File: config.mk
export PLATFORM = sky130hd
export DESIGN_NAME = keypad_and_serial_command_decoder_top_flat
export DESIGN_NICKNAME = d
export VERILOG_FILES = /design/src/sv/kscd_pkg.sv /design/src/sv/kscd_in_if.sv /design/src/sv/kscd_out_if.sv /design/src/sv/keypad_and_serial_command_decoder_top.sv /design/src/sv/kscd_frame.sv /design/src/flat_wrapper.sv
export SDC_FILE = /design/constraint.sdc
export NUM_CORES = 1
export LEC_CHECK = 0
export BUFFER_PORTS_ARGS = -buffer_cell sky130_fd_sc_hd__buf_2
export CORE_AREA = 2 2 174 176
export CTS_BUF_LIST = sky130_fd_sc_hd__clkbuf_2 sky130_fd_sc_hd__clkbuf_4 sky130_fd_sc_hd__clkbuf_8
export DETAILED_ROUTE_END_ITERATION = 12
export DIE_AREA = 0 0 176 178
export SLEW_MARGIN = 20
export SYNTH_ARGS = -nofsm -noshare
export SYNTH_HDL_FRONTEND = slang
export SYNTH_SLANG_ARGS = --single-unit
File: constraint.sdc
create_clock -name clk -period 18.4 [get_ports clk]
set_clock_uncertainty 0.05 [all_clocks]
set_input_delay 0.92 -clock clk [delete_from_list [all_inputs] [get_ports clk]]
set_output_delay 0.92 -clock clk [all_outputs]
set_load 0.005 [all_outputs]
File: src/sv/kscd_pkg.sv
// kscd_pkg: types, codes and decode helpers for the keypad and serial command decoder
// no dependencies; imported by every module of the block
package kscd_pkg;

	localparam int unsigned FRAME_DEPTH_DEF = 10;
	localparam int unsigned MIN_FILL        = 9;

	localparam logic [5:0] PIN_MASK    = 6'h37;
	localparam logic [7:0] NO_BYTE     = 8'h00;
	localparam logic [7:0] FRAME_OPEN  = 8'h7B;
	localparam logic [7:0] FRAME_CLOSE = 8'h7D;
	localparam logic [7:0] DIGIT_ZERO  = 8'h30;

	localparam logic [23:0] NAME_GAM = "GAM";
	localparam logic [23:0] NAME_GAU = "GAU";
	localparam logic [23:0] NAME_GAL = "GAL";
	localparam logic [23:0] NAME_CAU = "CAU";
	localparam logic [23:0] NAME_CAL = "CAL";
	localparam logic [23:0] NAME_STM = "STM";
	localparam logic [23:0] NAME_GTM = "GTM";

	typedef enum logic [2:0] {
		NAV_NONE  = 3'd0,
		NAV_ENTER = 3'd1,
		NAV_UP    = 3'd2,
		NAV_DOWN  = 3'd3,
		NAV_RIGHT = 3'd4,
		NAV_LEFT  = 3'd5
	} nav_t;

	typedef enum logic [3:0] {
		CMD_NONE     = 4'd0,
		CMD_GETMID   = 4'd1,
		CMD_GETUPPER = 4'd2,
		CMD_GETLOWER = 4'd3,
		CMD_SETUPPER = 4'd4,
		CMD_SETLOWER = 4'd5,
		CMD_SETTIME  = 4'd6,
		CMD_GETTIME  = 4'd7,
		CMD_SHORT    = 4'd8
	} cmd_t;

	typedef struct packed {
		logic        letter_hit;
		nav_t        letter_nav;
		cmd_t        command;
		logic [15:0] level;
		logic [7:0]  hours;
		logic [7:0]  minutes;
		logic [7:0]  seconds;
	} frm_res_t;

	function automatic logic [7:0] digit_pair(input logic [7:0] hi, input logic [7:0] lo);
		logic [7:0] dh;
		logic [7:0] dl;
		dh = hi - DIGIT_ZERO;
		dl = lo - DIGIT_ZERO;
		return 8'((dh * 8'd10) + dl);
	endfunction

	function automatic logic [15:0] level_sum(input logic [7:0] d0, input logic [7:0] d1,
		input logic [7:0] d2, input logic [7:0] d3);
		logic [15:0] w0;
		logic [15:0] w1;
		logic [15:0] w2;
		logic [15:0] w3;
		w0 = {8'h00, d0} - {8'h00, DIGIT_ZERO};
		w1 = {8'h00, d1} - {8'h00, DIGIT_ZERO};
		w2 = {8'h00, d2} - {8'h00, DIGIT_ZERO};
		w3 = {8'h00, d3} - {8'h00, DIGIT_ZERO};
		return 16'((w0 * 16'd1000) + (w1 * 16'd100) + (w2 * 16'd10) + w3);
	endfunction

endpackage

File: src/sv/kscd_in_if.sv
// kscd_in_if: input channel, one pin sample and one optional serial byte per request
// no dependencies
interface kscd_in_if;
	logic       valid;
	logic       ready;
	logic [5:0] key_pins;
	logic [7:0] serial_byte;

	modport source (output valid, output key_pins, output serial_byte, input ready);
	modport sink (input valid, input key_pins, input serial_byte, output ready);
endinterface

File: src/sv/kscd_out_if.sv
// kscd_out_if: result channel, navigation event and decoded command per request
// no dependencies
interface kscd_out_if;
	logic        valid;
	logic        ready;
	logic [2:0]  nav_event;
	logic [3:0]  command;
	logic [15:0] level_value;
	logic [7:0]  hours_value;
	logic [7:0]  minutes_value;
	logic [7:0]  seconds_value;

	modport source (output valid, output nav_event, output command, output level_value,
		output hours_value, output minutes_value, output seconds_value, input ready);
	modport sink (input valid, input nav_event, input command, input level_value,
		input hours_value, input minutes_value, input seconds_value, output ready);
endinterface

File: src/sv/keypad_and_serial_command_decoder_top.sv
// keypad_and_serial_command_decoder_top: a request passes through the input register, then
// the result register; throughput one request per cycle while the result side is ready
// the input register stalls only when it is full and the result register stalls, so a new
// request is taken while a finished result waits if the input register is empty
// arst_n clears key history, frame state and both valid flags; frame bytes hold no reset
module keypad_and_serial_command_decoder_top #(
	parameter int unsigned FRAME_DEPTH = kscd_pkg::FRAME_DEPTH_DEF
) (
	input logic        clk,
	input logic        arst_n,
	kscd_in_if.sink    sample,
	kscd_out_if.source result
);
	import kscd_pkg::*;

	logic       valid_s1;
	logic [5:0] keys_s1;
	logic [7:0] byte_s1;
	logic [5:0] prev_keys_q;
	logic [5:0] keys_m;
	logic       advance;
	logic       step;
	nav_t       key_nav;
	nav_t       nav;
	frm_res_t   frm;

	logic        out_valid_q;
	nav_t        nav_q;
	cmd_t        cmd_q;
	logic [15:0] level_q;
	logic [7:0]  hours_q;
	logic [7:0]  minutes_q;
	logic [7:0]  seconds_q;

	assign advance      = !out_valid_q || result.ready;
	assign sample.ready = !valid_s1 || advance;
	assign step         = valid_s1 && advance;
	assign keys_m       = keys_s1 & PIN_MASK;

	always_ff @(posedge clk or negedge arst_n) begin
		if (!arst_n) begin
			valid_s1 <= 1'b0;
		end else if (sample.ready) begin
			valid_s1 <= sample.valid;
		end
	end

	always_ff @(posedge clk) begin
		if (sample.valid && sample.ready) begin
			keys_s1 <= sample.key_pins;
			byte_s1 <= sample.serial_byte;
		end
	end

	always_ff @(posedge clk or negedge arst_n) begin
		if (!arst_n) begin
			prev_keys_q <= '0;
		end else if (step) begin
			prev_keys_q <= keys_m;
		end
	end

	// later pins win, left highest
	always_comb begin
		key_nav = NAV_NONE;
		if (keys_m != prev_keys_q) begin
			if (!keys_m[5]) begin
				key_nav = NAV_LEFT;
			end else if (!keys_m[4]) begin
				key_nav = NAV_RIGHT;
			end else if (!keys_m[2]) begin
				key_nav = NAV_DOWN;
			end else if (!keys_m[1]) begin
				key_nav = NAV_UP;
			end else if (!keys_m[0]) begin
				key_nav = NAV_ENTER;
			end
		end
	end

	kscd_frame #(
		.FRAME_DEPTH(FRAME_DEPTH)
	) u_frame (
		.clk        (clk),
		.arst_n     (arst_n),
		.step       (step),
		.serial_byte(byte_s1),
		.res        (frm)
	);

	assign nav = frm.letter_hit ? frm.letter_nav : key_nav;

	always_ff @(posedge clk or negedge arst_n) begin
		if (!arst_n) begin
			out_valid_q <= 1'b0;
		end else if (advance) begin
			out_valid_q <= valid_s1;
		end
	end

	always_ff @(posedge clk) begin
		if (step) begin
			nav_q     <= nav;
			cmd_q     <= frm.command;
			level_q   <= frm.level;
			hours_q   <= frm.hours;
			minutes_q <= frm.minutes;
			seconds_q <= frm.seconds;
		end
	end

	assign result.valid         = out_valid_q;
	assign result.nav_event     = nav_q;
	assign result.command       = cmd_q;
	assign result.level_value   = level_q;
	assign result.hours_value   = hours_q;
	assign result.minutes_value = minutes_q;
	assign result.seconds_value = seconds_q;

endmodule

File: src/sv/kscd_frame.sv
// kscd_frame: serial letter map, frame collector and command decode
// depends on kscd_pkg
module kscd_frame #(
	parameter int unsigned FRAME_DEPTH = kscd_pkg::FRAME_DEPTH_DEF
) (
	input  logic               clk,
	input  logic               arst_n,
	input  logic               step,
	input  logic [7:0]         serial_byte,
	output kscd_pkg::frm_res_t res
);
	import kscd_pkg::*;

	localparam int unsigned FW = $clog2(FRAME_DEPTH);

	logic          in_frame_q;
	logic [FW-1:0] fill_q;
	logic [7:0]    store_q [FRAME_DEPTH];
	logic          has_byte;
	logic          do_store;
	logic          last_slot;
	logic [23:0]   name;

	assign has_byte  = serial_byte != NO_BYTE;
	assign do_store  = step && has_byte && in_frame_q && serial_byte != FRAME_CLOSE;
	assign last_slot = fill_q == FW'(FRAME_DEPTH - 1);
	assign name      = {store_q[0], store_q[1], store_q[2]};

	always_ff @(posedge clk or negedge arst_n) begin
		if (!arst_n) begin
			in_frame_q <= 1'b0;
			fill_q     <= '0;
		end else if (step && has_byte) begin
			if (!in_frame_q) begin
				if (serial_byte == FRAME_OPEN) begin
					in_frame_q <= 1'b1;
					fill_q     <= '0;
				end
			end else if (serial_byte == FRAME_CLOSE) begin
				in_frame_q <= 1'b0;
			end else if (last_slot) begin
				in_frame_q <= 1'b0;
				fill_q     <= '0;
			end else begin
				fill_q <= fill_q + 1'b1;
			end
		end
	end

	always_ff @(posedge clk) begin
		if (do_store) begin
			store_q[fill_q] <= serial_byte;
		end
	end

	always_comb begin
		res            = '0;
		res.letter_nav = NAV_NONE;
		res.command    = CMD_NONE;
		if (has_byte && !in_frame_q) begin
			res.letter_hit = 1'b1;
			case (serial_byte) inside
				"D", "d": res.letter_nav = NAV_RIGHT;
				"A", "a": res.letter_nav = NAV_LEFT;
				"W", "w": res.letter_nav = NAV_UP;
				"S", "s": res.letter_nav = NAV_DOWN;
				"E", "e": res.letter_nav = NAV_ENTER;
				default:  res.letter_hit = 1'b0;
			endcase
		end
		if (has_byte && in_frame_q && serial_byte == FRAME_CLOSE) begin
			if (fill_q < FW'(MIN_FILL)) begin
				res.command = CMD_SHORT;
			end else begin
				case (name)
					NAME_GAM: res.command = CMD_GETMID;
					NAME_GAU: res.command = CMD_GETUPPER;
					NAME_GAL: res.command = CMD_GETLOWER;
					NAME_CAU: begin
						res.command = CMD_SETUPPER;
						res.level   = level_sum(store_q[5], store_q[6], store_q[7], store_q[8]);
					end
					NAME_CAL: begin
						res.command = CMD_SETLOWER;
						res.level   = level_sum(store_q[5], store_q[6], store_q[7], store_q[8]);
					end
					NAME_STM: begin
						res.command = CMD_SETTIME;
						res.hours   = digit_pair(store_q[3], store_q[4]);
						res.minutes = digit_pair(store_q[5], store_q[6]);
						res.seconds = digit_pair(store_q[7], store_q[8]);
					end
					NAME_GTM: res.command = CMD_GETTIME;
					default:  res.command = CMD_NONE;
				endcase
			end
		end
	end

endmodule

File: src/flat_wrapper.sv
// flat-port wrapper written by rule: the top's interface ports become plain ports
module keypad_and_serial_command_decoder_top_flat import kscd_pkg::*;
#(
	parameter int unsigned FRAME_DEPTH = kscd_pkg::FRAME_DEPTH_DEF
)
  (clk, arst_n, sample_valid, sample_key_pins, sample_serial_byte, sample_ready, result_valid, result_nav_event, result_command, result_level_value, result_hours_value, result_minutes_value, result_seconds_value, result_ready);
  kscd_in_if sample_i ();
  kscd_out_if result_i ();
  input logic clk;
  input logic arst_n;
  input wire logic [$bits(sample_i.valid)-1:0] sample_valid;
  input wire logic [$bits(sample_i.key_pins)-1:0] sample_key_pins;
  input wire logic [$bits(sample_i.serial_byte)-1:0] sample_serial_byte;
  output wire logic [$bits(sample_i.ready)-1:0] sample_ready;
  output wire logic [$bits(result_i.valid)-1:0] result_valid;
  output wire logic [$bits(result_i.nav_event)-1:0] result_nav_event;
  output wire logic [$bits(result_i.command)-1:0] result_command;
  output wire logic [$bits(result_i.level_value)-1:0] result_level_value;
  output wire logic [$bits(result_i.hours_value)-1:0] result_hours_value;
  output wire logic [$bits(result_i.minutes_value)-1:0] result_minutes_value;
  output wire logic [$bits(result_i.seconds_value)-1:0] result_seconds_value;
  input wire logic [$bits(result_i.ready)-1:0] result_ready;
  assign sample_i.valid = sample_valid;
  assign sample_i.key_pins = sample_key_pins;
  assign sample_i.serial_byte = sample_serial_byte;
  assign sample_ready = sample_i.ready;
  assign result_valid = result_i.valid;
  assign result_nav_event = result_i.nav_event;
  assign result_command = result_i.command;
  assign result_level_value = result_i.level_value;
  assign result_hours_value = result_i.hours_value;
  assign result_minutes_value = result_i.minutes_value;
  assign result_seconds_value = result_i.seconds_value;
  assign result_i.ready = result_ready;
  keypad_and_serial_command_decoder_top #(.FRAME_DEPTH(FRAME_DEPTH)) u_core (.clk(clk), .arst_n(arst_n), .sample(sample_i), .result(result_i));
endmodule
== After elaboration in Yosys (flattened, before gate mapping) ==
Memory sizes are Yosys's and may differ from the RTL's.
Index checks and enable logic that the tools add are counted.
Storage, ports and cells
  bits in registers: 73
  bits in writable memories: 80
  input bits: 18
  output and inout port bits: 49
  word-level logic and storage cells: 120
  memories kept: 1
Memories
  u_core.u_frame.store_q: depth 10, bits a word 8, read ports 9, clocked after Yosys merged registers in 0, write ports 1, line kscd_frame.sv:18  | logic [7:0] store_q [FRAME_DEPTH];
Cells by class
  add/subtract/negate cells: 17
  multipliers: 6
  $lt $le $gt $ge: 1
  equal/unequal tests: 23
  multiplexer cells: 30
  bitwise gates (word level): 3
  reductions and logical operators: 25
Operators by type and width (count)
  == test 24 x 23 -> 1 bit (second input constant): 7
  == test 8 x 7 -> 1 bit (second input constant): 12
  adder 16 bit: 3
  subtractor 8 x 6 -> 8 bit (second input constant): 6
  subtractor 8 x 6 -> 9 bit (second input constant): 4
  adder 8 bit: 3
  multiplier 8 x 3 -> 7 bit (second input constant): 3
  2-to-1 mux 3 bit: 8
  2-to-1 mux 4 bit: 6
  case mux 3 bit (7 select lines): 1
  multiplier 16 x 3 -> 15 bit (second input constant): 1
  multiplier 16 x 5 -> 14 bit (second input constant): 1
  multiplier 16 x 7 -> 13 bit (second input constant): 1
  OR reduction 2 bit: 7
  2-to-1 mux 1 bit: 13
  logical AND 1 bit: 8
  != test 8 x 7 -> 1 bit (second input constant): 1
  nonzero test 8 bit: 1
  OR reduction 3 bit: 2
  != test 5 bit: 1
  adder 4 x 1 -> 4 bit (second input constant): 1
  == test 4 bit (second input constant): 1
  < comparator 4 bit (second input constant): 1
  2-to-1 mux 2 bit: 2
  6 further kinds: 11

== Longest topological paths before layout ==
  word-level depth: 9
  depth in mapped cells: 27

== Cells and area by module ==
Synthesis repeated with hierarchy kept, for this count alone.
Second synthesis, totals
  cell total of the unflattened synthesis: 911
  area, all modules: 10376.2 um^2
Modules (own cells, without submodules)
  kscd_frame: instances 1, cells each 809, area each 8172.8 um^2, seq. area each 2257.2 um^2
  keypad_and_serial_command_decoder_top: instances 1, cells each 102, area each 2203.4 um^2, seq. area each 1976.9 um^2

== Least setup slack after synthesis ==
No wires, ideal clock.
  kind: register -> register
  from: mem u_core.u_frame.store_q[5][4]
  to: reg u_core.level_q[15] (netlist: u_core.result.level_value[15]) (data pin)
  setup time: 0.138 ns
  data arrival time: 6.476 ns
  data required time: 18.212 ns
  setup slack: 11.736 ns
  stages on the path, launching flop included: 27
  period minus slack after synthesis: 6.664 ns
  cells stage by stage: edfxtp_1 > inv_1 > ha_1 > inv_1 > ha_1 > inv_1 > fa_1 > inv_1 > fa_1 > inv_1 > fa_1 > inv_1 > ha_1 > o21ai_0 > a21oi_1 > or2_2 > fa_1 > fa_1 > inv_1 > ha_1 > o21ai_0 > nor2_1 > a311o_1 > a31oi_1 > xnor2_1 > xnor3_1 > nor2_1
RTL lines
  start, declared: line kscd_frame.sv:18
  end signal, assigned: line keypad_and_serial_command_decoder_top.sv:105  | level_q <= frm.level;
  end, declared: line keypad_and_serial_command_decoder_top.sv:30  | logic [15:0] level_q;

==> flow_summary.yaml <==
clock_network:
  post_cts_buffers: 0
  cts_tree: "yes"
  ctsLongestPathBuffers: 2
  h-tree-depth: 4
  postCtsResizedCells: 0
  numCtsBuffers: 17
  root_buffer: "clkbuf_8"
  ctsHoldBuffers: 0
  clk_pin_slew_worst_paths_ns: 0.09
  clk_latency_ns: 0.45
  cts_sinks: 143
logic_synthesis:
  yosysUniqueCellTypes: 48
  ys_warn_count: 0
  synth-seq-cells: 143
  synth-edff-count: 131
  yosysSeqAreaShare: 0.417
  synth.avg_cell_area_um2: 11.7
  syn_inst: 869
  async_flop_share: 0.0839
  ys.flop_type: "edfxtp_1"
  synthesis.area_um2: 10200
  postSynthNetCount: 1082
pwr:
  ir_drop_mv: 0.0413
  p_per_area_nw_per_um2: 58.8
  leakage_nw: 5.05
  p_total_w: 0.000669
global_route:
  grt_pass1_vias: 6288
  busiest_layer: "met2"
  use_met3: 0.0224
  grt.overflow.total: 0
  track_usage: 0.127
  grt_max_degree: 48
  met2_usage: 0.224
  use_met1: 0.162
  antenna_found_initial: 0
  grt_first_pass_wirelength_mm: 31.2
timing:
  rsz0062_at_grt: "false"
  fin_crit_ns: 7.26
  fmax_mhz: 138
  setup-tns-final_ns: 0
  worst_slew_pin_slew_ns: 1.08
  slew_violations: 0
  relSlewSlack: 0.277
  finalSetupViolations: 0
  post-route-period-util: 0.394
  hold_viol_final: 0
cells_and_area:
  diodes: 0
  nNetsFinal: 1160
  fin_cells: 1350
  drive_above_1_share: 0.115
  area.growth.synth_to_final_pct: 12.0
worst_setup_path:
  crit_top_cell: "inv_1"
  cp.required_ns: 18.66
  crit_arrival_ns: 7.51
  critical_path_class: "reg2reg"
  crit_slowest_cell: "fa_1"
  worstPathMaxFanout: 6
  cpPeakStageDelay_ns: 0.55
  startpoint_type: "register"
  critPathCaptureType: "register"
placement:
  portBuffers: 65
  place_inst: 1318
  hpwlAfterDp_mm: 14.7
  gp_congestion: 0.816
flow_run:
  maxCapViolCount: 0
route:
  drt_iter0_markers: 271
  avgViaCountPerCell: 4.52
  vias: 6096
  antenna_left: 0
  wl_per_cell_um: 13.8
  dr.pass1.iters: 4
  drt_wl_total_mm: 18.7
  drc: 0
min_path:
  hold_path.class: "in2async"
die:
  die_h_um: 178
  fp.dieW_um: 176
  fp.dieArea_um2: 31300
  rows: 63
  start_util: 0.345
  core_area_um2: 29400
  ios: 67
status:
  status: "complete, no violations"
cells in the mapped netlist (all sizes together) (6+ instances only):
master | n | area (um2)
inv | 146 | 548
o21ai | 30 | 150
edfxtp | 131 | 3930
nor2b | 7 | 43.8
nor2 | 56 | 210
ha | 132 | 1650
nand2b | 16 | 100
a21o | 24 | 180
or3 | 7 | 48.8
fa | 63 | 1260
o21bai | 6 | 45.0
dfrtp | 12 | 300
xor2 | 27 | 236
nor3 | 13 | 65.1
a21oi | 34 | 170
nand2 | 25 | 93.8
xnor2 | 62 | 543
and2 | 12 | 75.1
cell families after synthesis:
kind of cell | after synthesis | share of synthesized area
fa+ha+maj | 195 | 0.287
simple gates | 162 | 0.0812
buf+inv | 155 | 0.0584
flops | 143 | 0.417
compound gates | 118 | 0.0714
xor+xnor | 90 | 0.0790
mux | 6 | 0.00641
sequential cells by signal, summed over array words and instances, names as in the netlist:
name / count
u_core.result.minutes_value: 8
u_core.byte_s1: 8
u_core.u_frame.store_q: 71
u_core.u_frame.fill_q: 4
u_core.u_frame.in_frame_q: 1
u_core.prev_keys_q: 5
u_core.result.valid: 1
u_core.result.hours_value: 8
u_core.result.nav_event: 3
u_core.valid_s1: 1
u_core.result.seconds_value: 8
u_core.result.command: 4
u_core.keys_s1: 5
u_core.result.level_value: 16
cell type report:
cell class              instances  area [um2]
well taps                     390         488
clock buffers                  18         241
clock inverters                14         181
inverters                     146         549
flip-flops and latches        143        4230
repair buffers                 68         348
multi-input cells             571        5330
fillers                      2847       18000
layer usage:
layer | share of wire | wire, um
met5 | 0 | 0
met4 | 0.0082 | 154
met3 | 0.028 | 530
met2 | 0.50 | 9400
met1 | 0.46 | 8600
worst paths after layout:
| kind | start | to | slack (ns) | cells past startpoint |
|---|---|---|---|---|
| worst max-delay path | u_core.u_frame.store_q[5][4] | u_core.result.level_value[15] | 11.14 | 26 |
| worst min-delay path | arst_n | u_core.valid_s1 | 0.30 | 1 |
| worst max register to register | u_core.u_frame.store_q[5][4] | u_core.result.level_value[15] | 11.14 | 26 |
| worst min register to register | u_core.prev_keys_q[1] | u_core.prev_keys_q[1] | 0.46 | 2 |
| max in group asynchronous | arst_n | u_core.u_frame.fill_q[3] | 17.76 | 1 |
| min in group clk | u_core.prev_keys_q[1] | u_core.prev_keys_q[1] | 0.46 | 2 |
placed cells by master (no fill, tap or decap), types with 4 or more instances in the layout:
cell / netlist / layout
a211oi_1: 4 / 4
a21boi_0: 4 / 4
a21o_1: 24 / 24
a21oi_1: 34 / 34
a31oi_1: 4 / 4
and2_1: 12 / 12
buf_2: 3 / 65
clkbuf_8: 0 / 17
dfrtp_1: 12 / 12
edfxtp_1: 131 / 131
fa_1: 63 / 63
ha_1: 132 / 132
inv_1: 146 / 145
mux2_2: 4 / 4
nand2_1: 25 / 25
nand2b_1: 16 / 16
nand3_1: 4 / 4
nand4_1: 4 / 4
nor2_1: 56 / 56
nor2b_1: 7 / 7
nor3_1: 13 / 13
o21ai_0: 30 / 30
o21bai_1: 6 / 6
or3_1: 6 / 6
xnor2_1: 62 / 62
xor2_1: 27 / 27
critical path: cells and delay by family (launching register included):
family          cells  cell delay, ns
buf+inv             7            0.58
flops               1            0.50
xor+xnor            2            0.52
fa+ha+maj           9            4.00
simple gates        3            0.50
compound gates      5            0.97
power breakdown:
group | internal (W) | total [W] | switching (W) | leakage [nW]
Clock | 0.000138 | 0.000267 | 0.000129 | 0.206
Combinational | 0.0000108 | 0.0000247 | 0.0000139 | 3.46
Sequential | 0.000368 | 0.000377 | 0.00000998 | 1.39
per-stage QoR:
| step | utilization | setup slack (ns) | hold WS (ns) | cell area (um2) |
|---|---|---|---|---|
| floorplan | - | 11.74 | 0.419 | 10200 |
| finish | 0.387 | 11.14 | 0.296 | 11400 |
| CTS | 0.387 | 11.12 | 0.270 | 11400 |
| detailed placement | 0.372 | 11.14 | 0.444 | 10900 |
| global placement | 0.372 | 11.25 | 0.434 | 10900 |
| global route | 0.387 | 10.78 | 0.290 | 11400 |
Power figures use the tool's default switching activity.
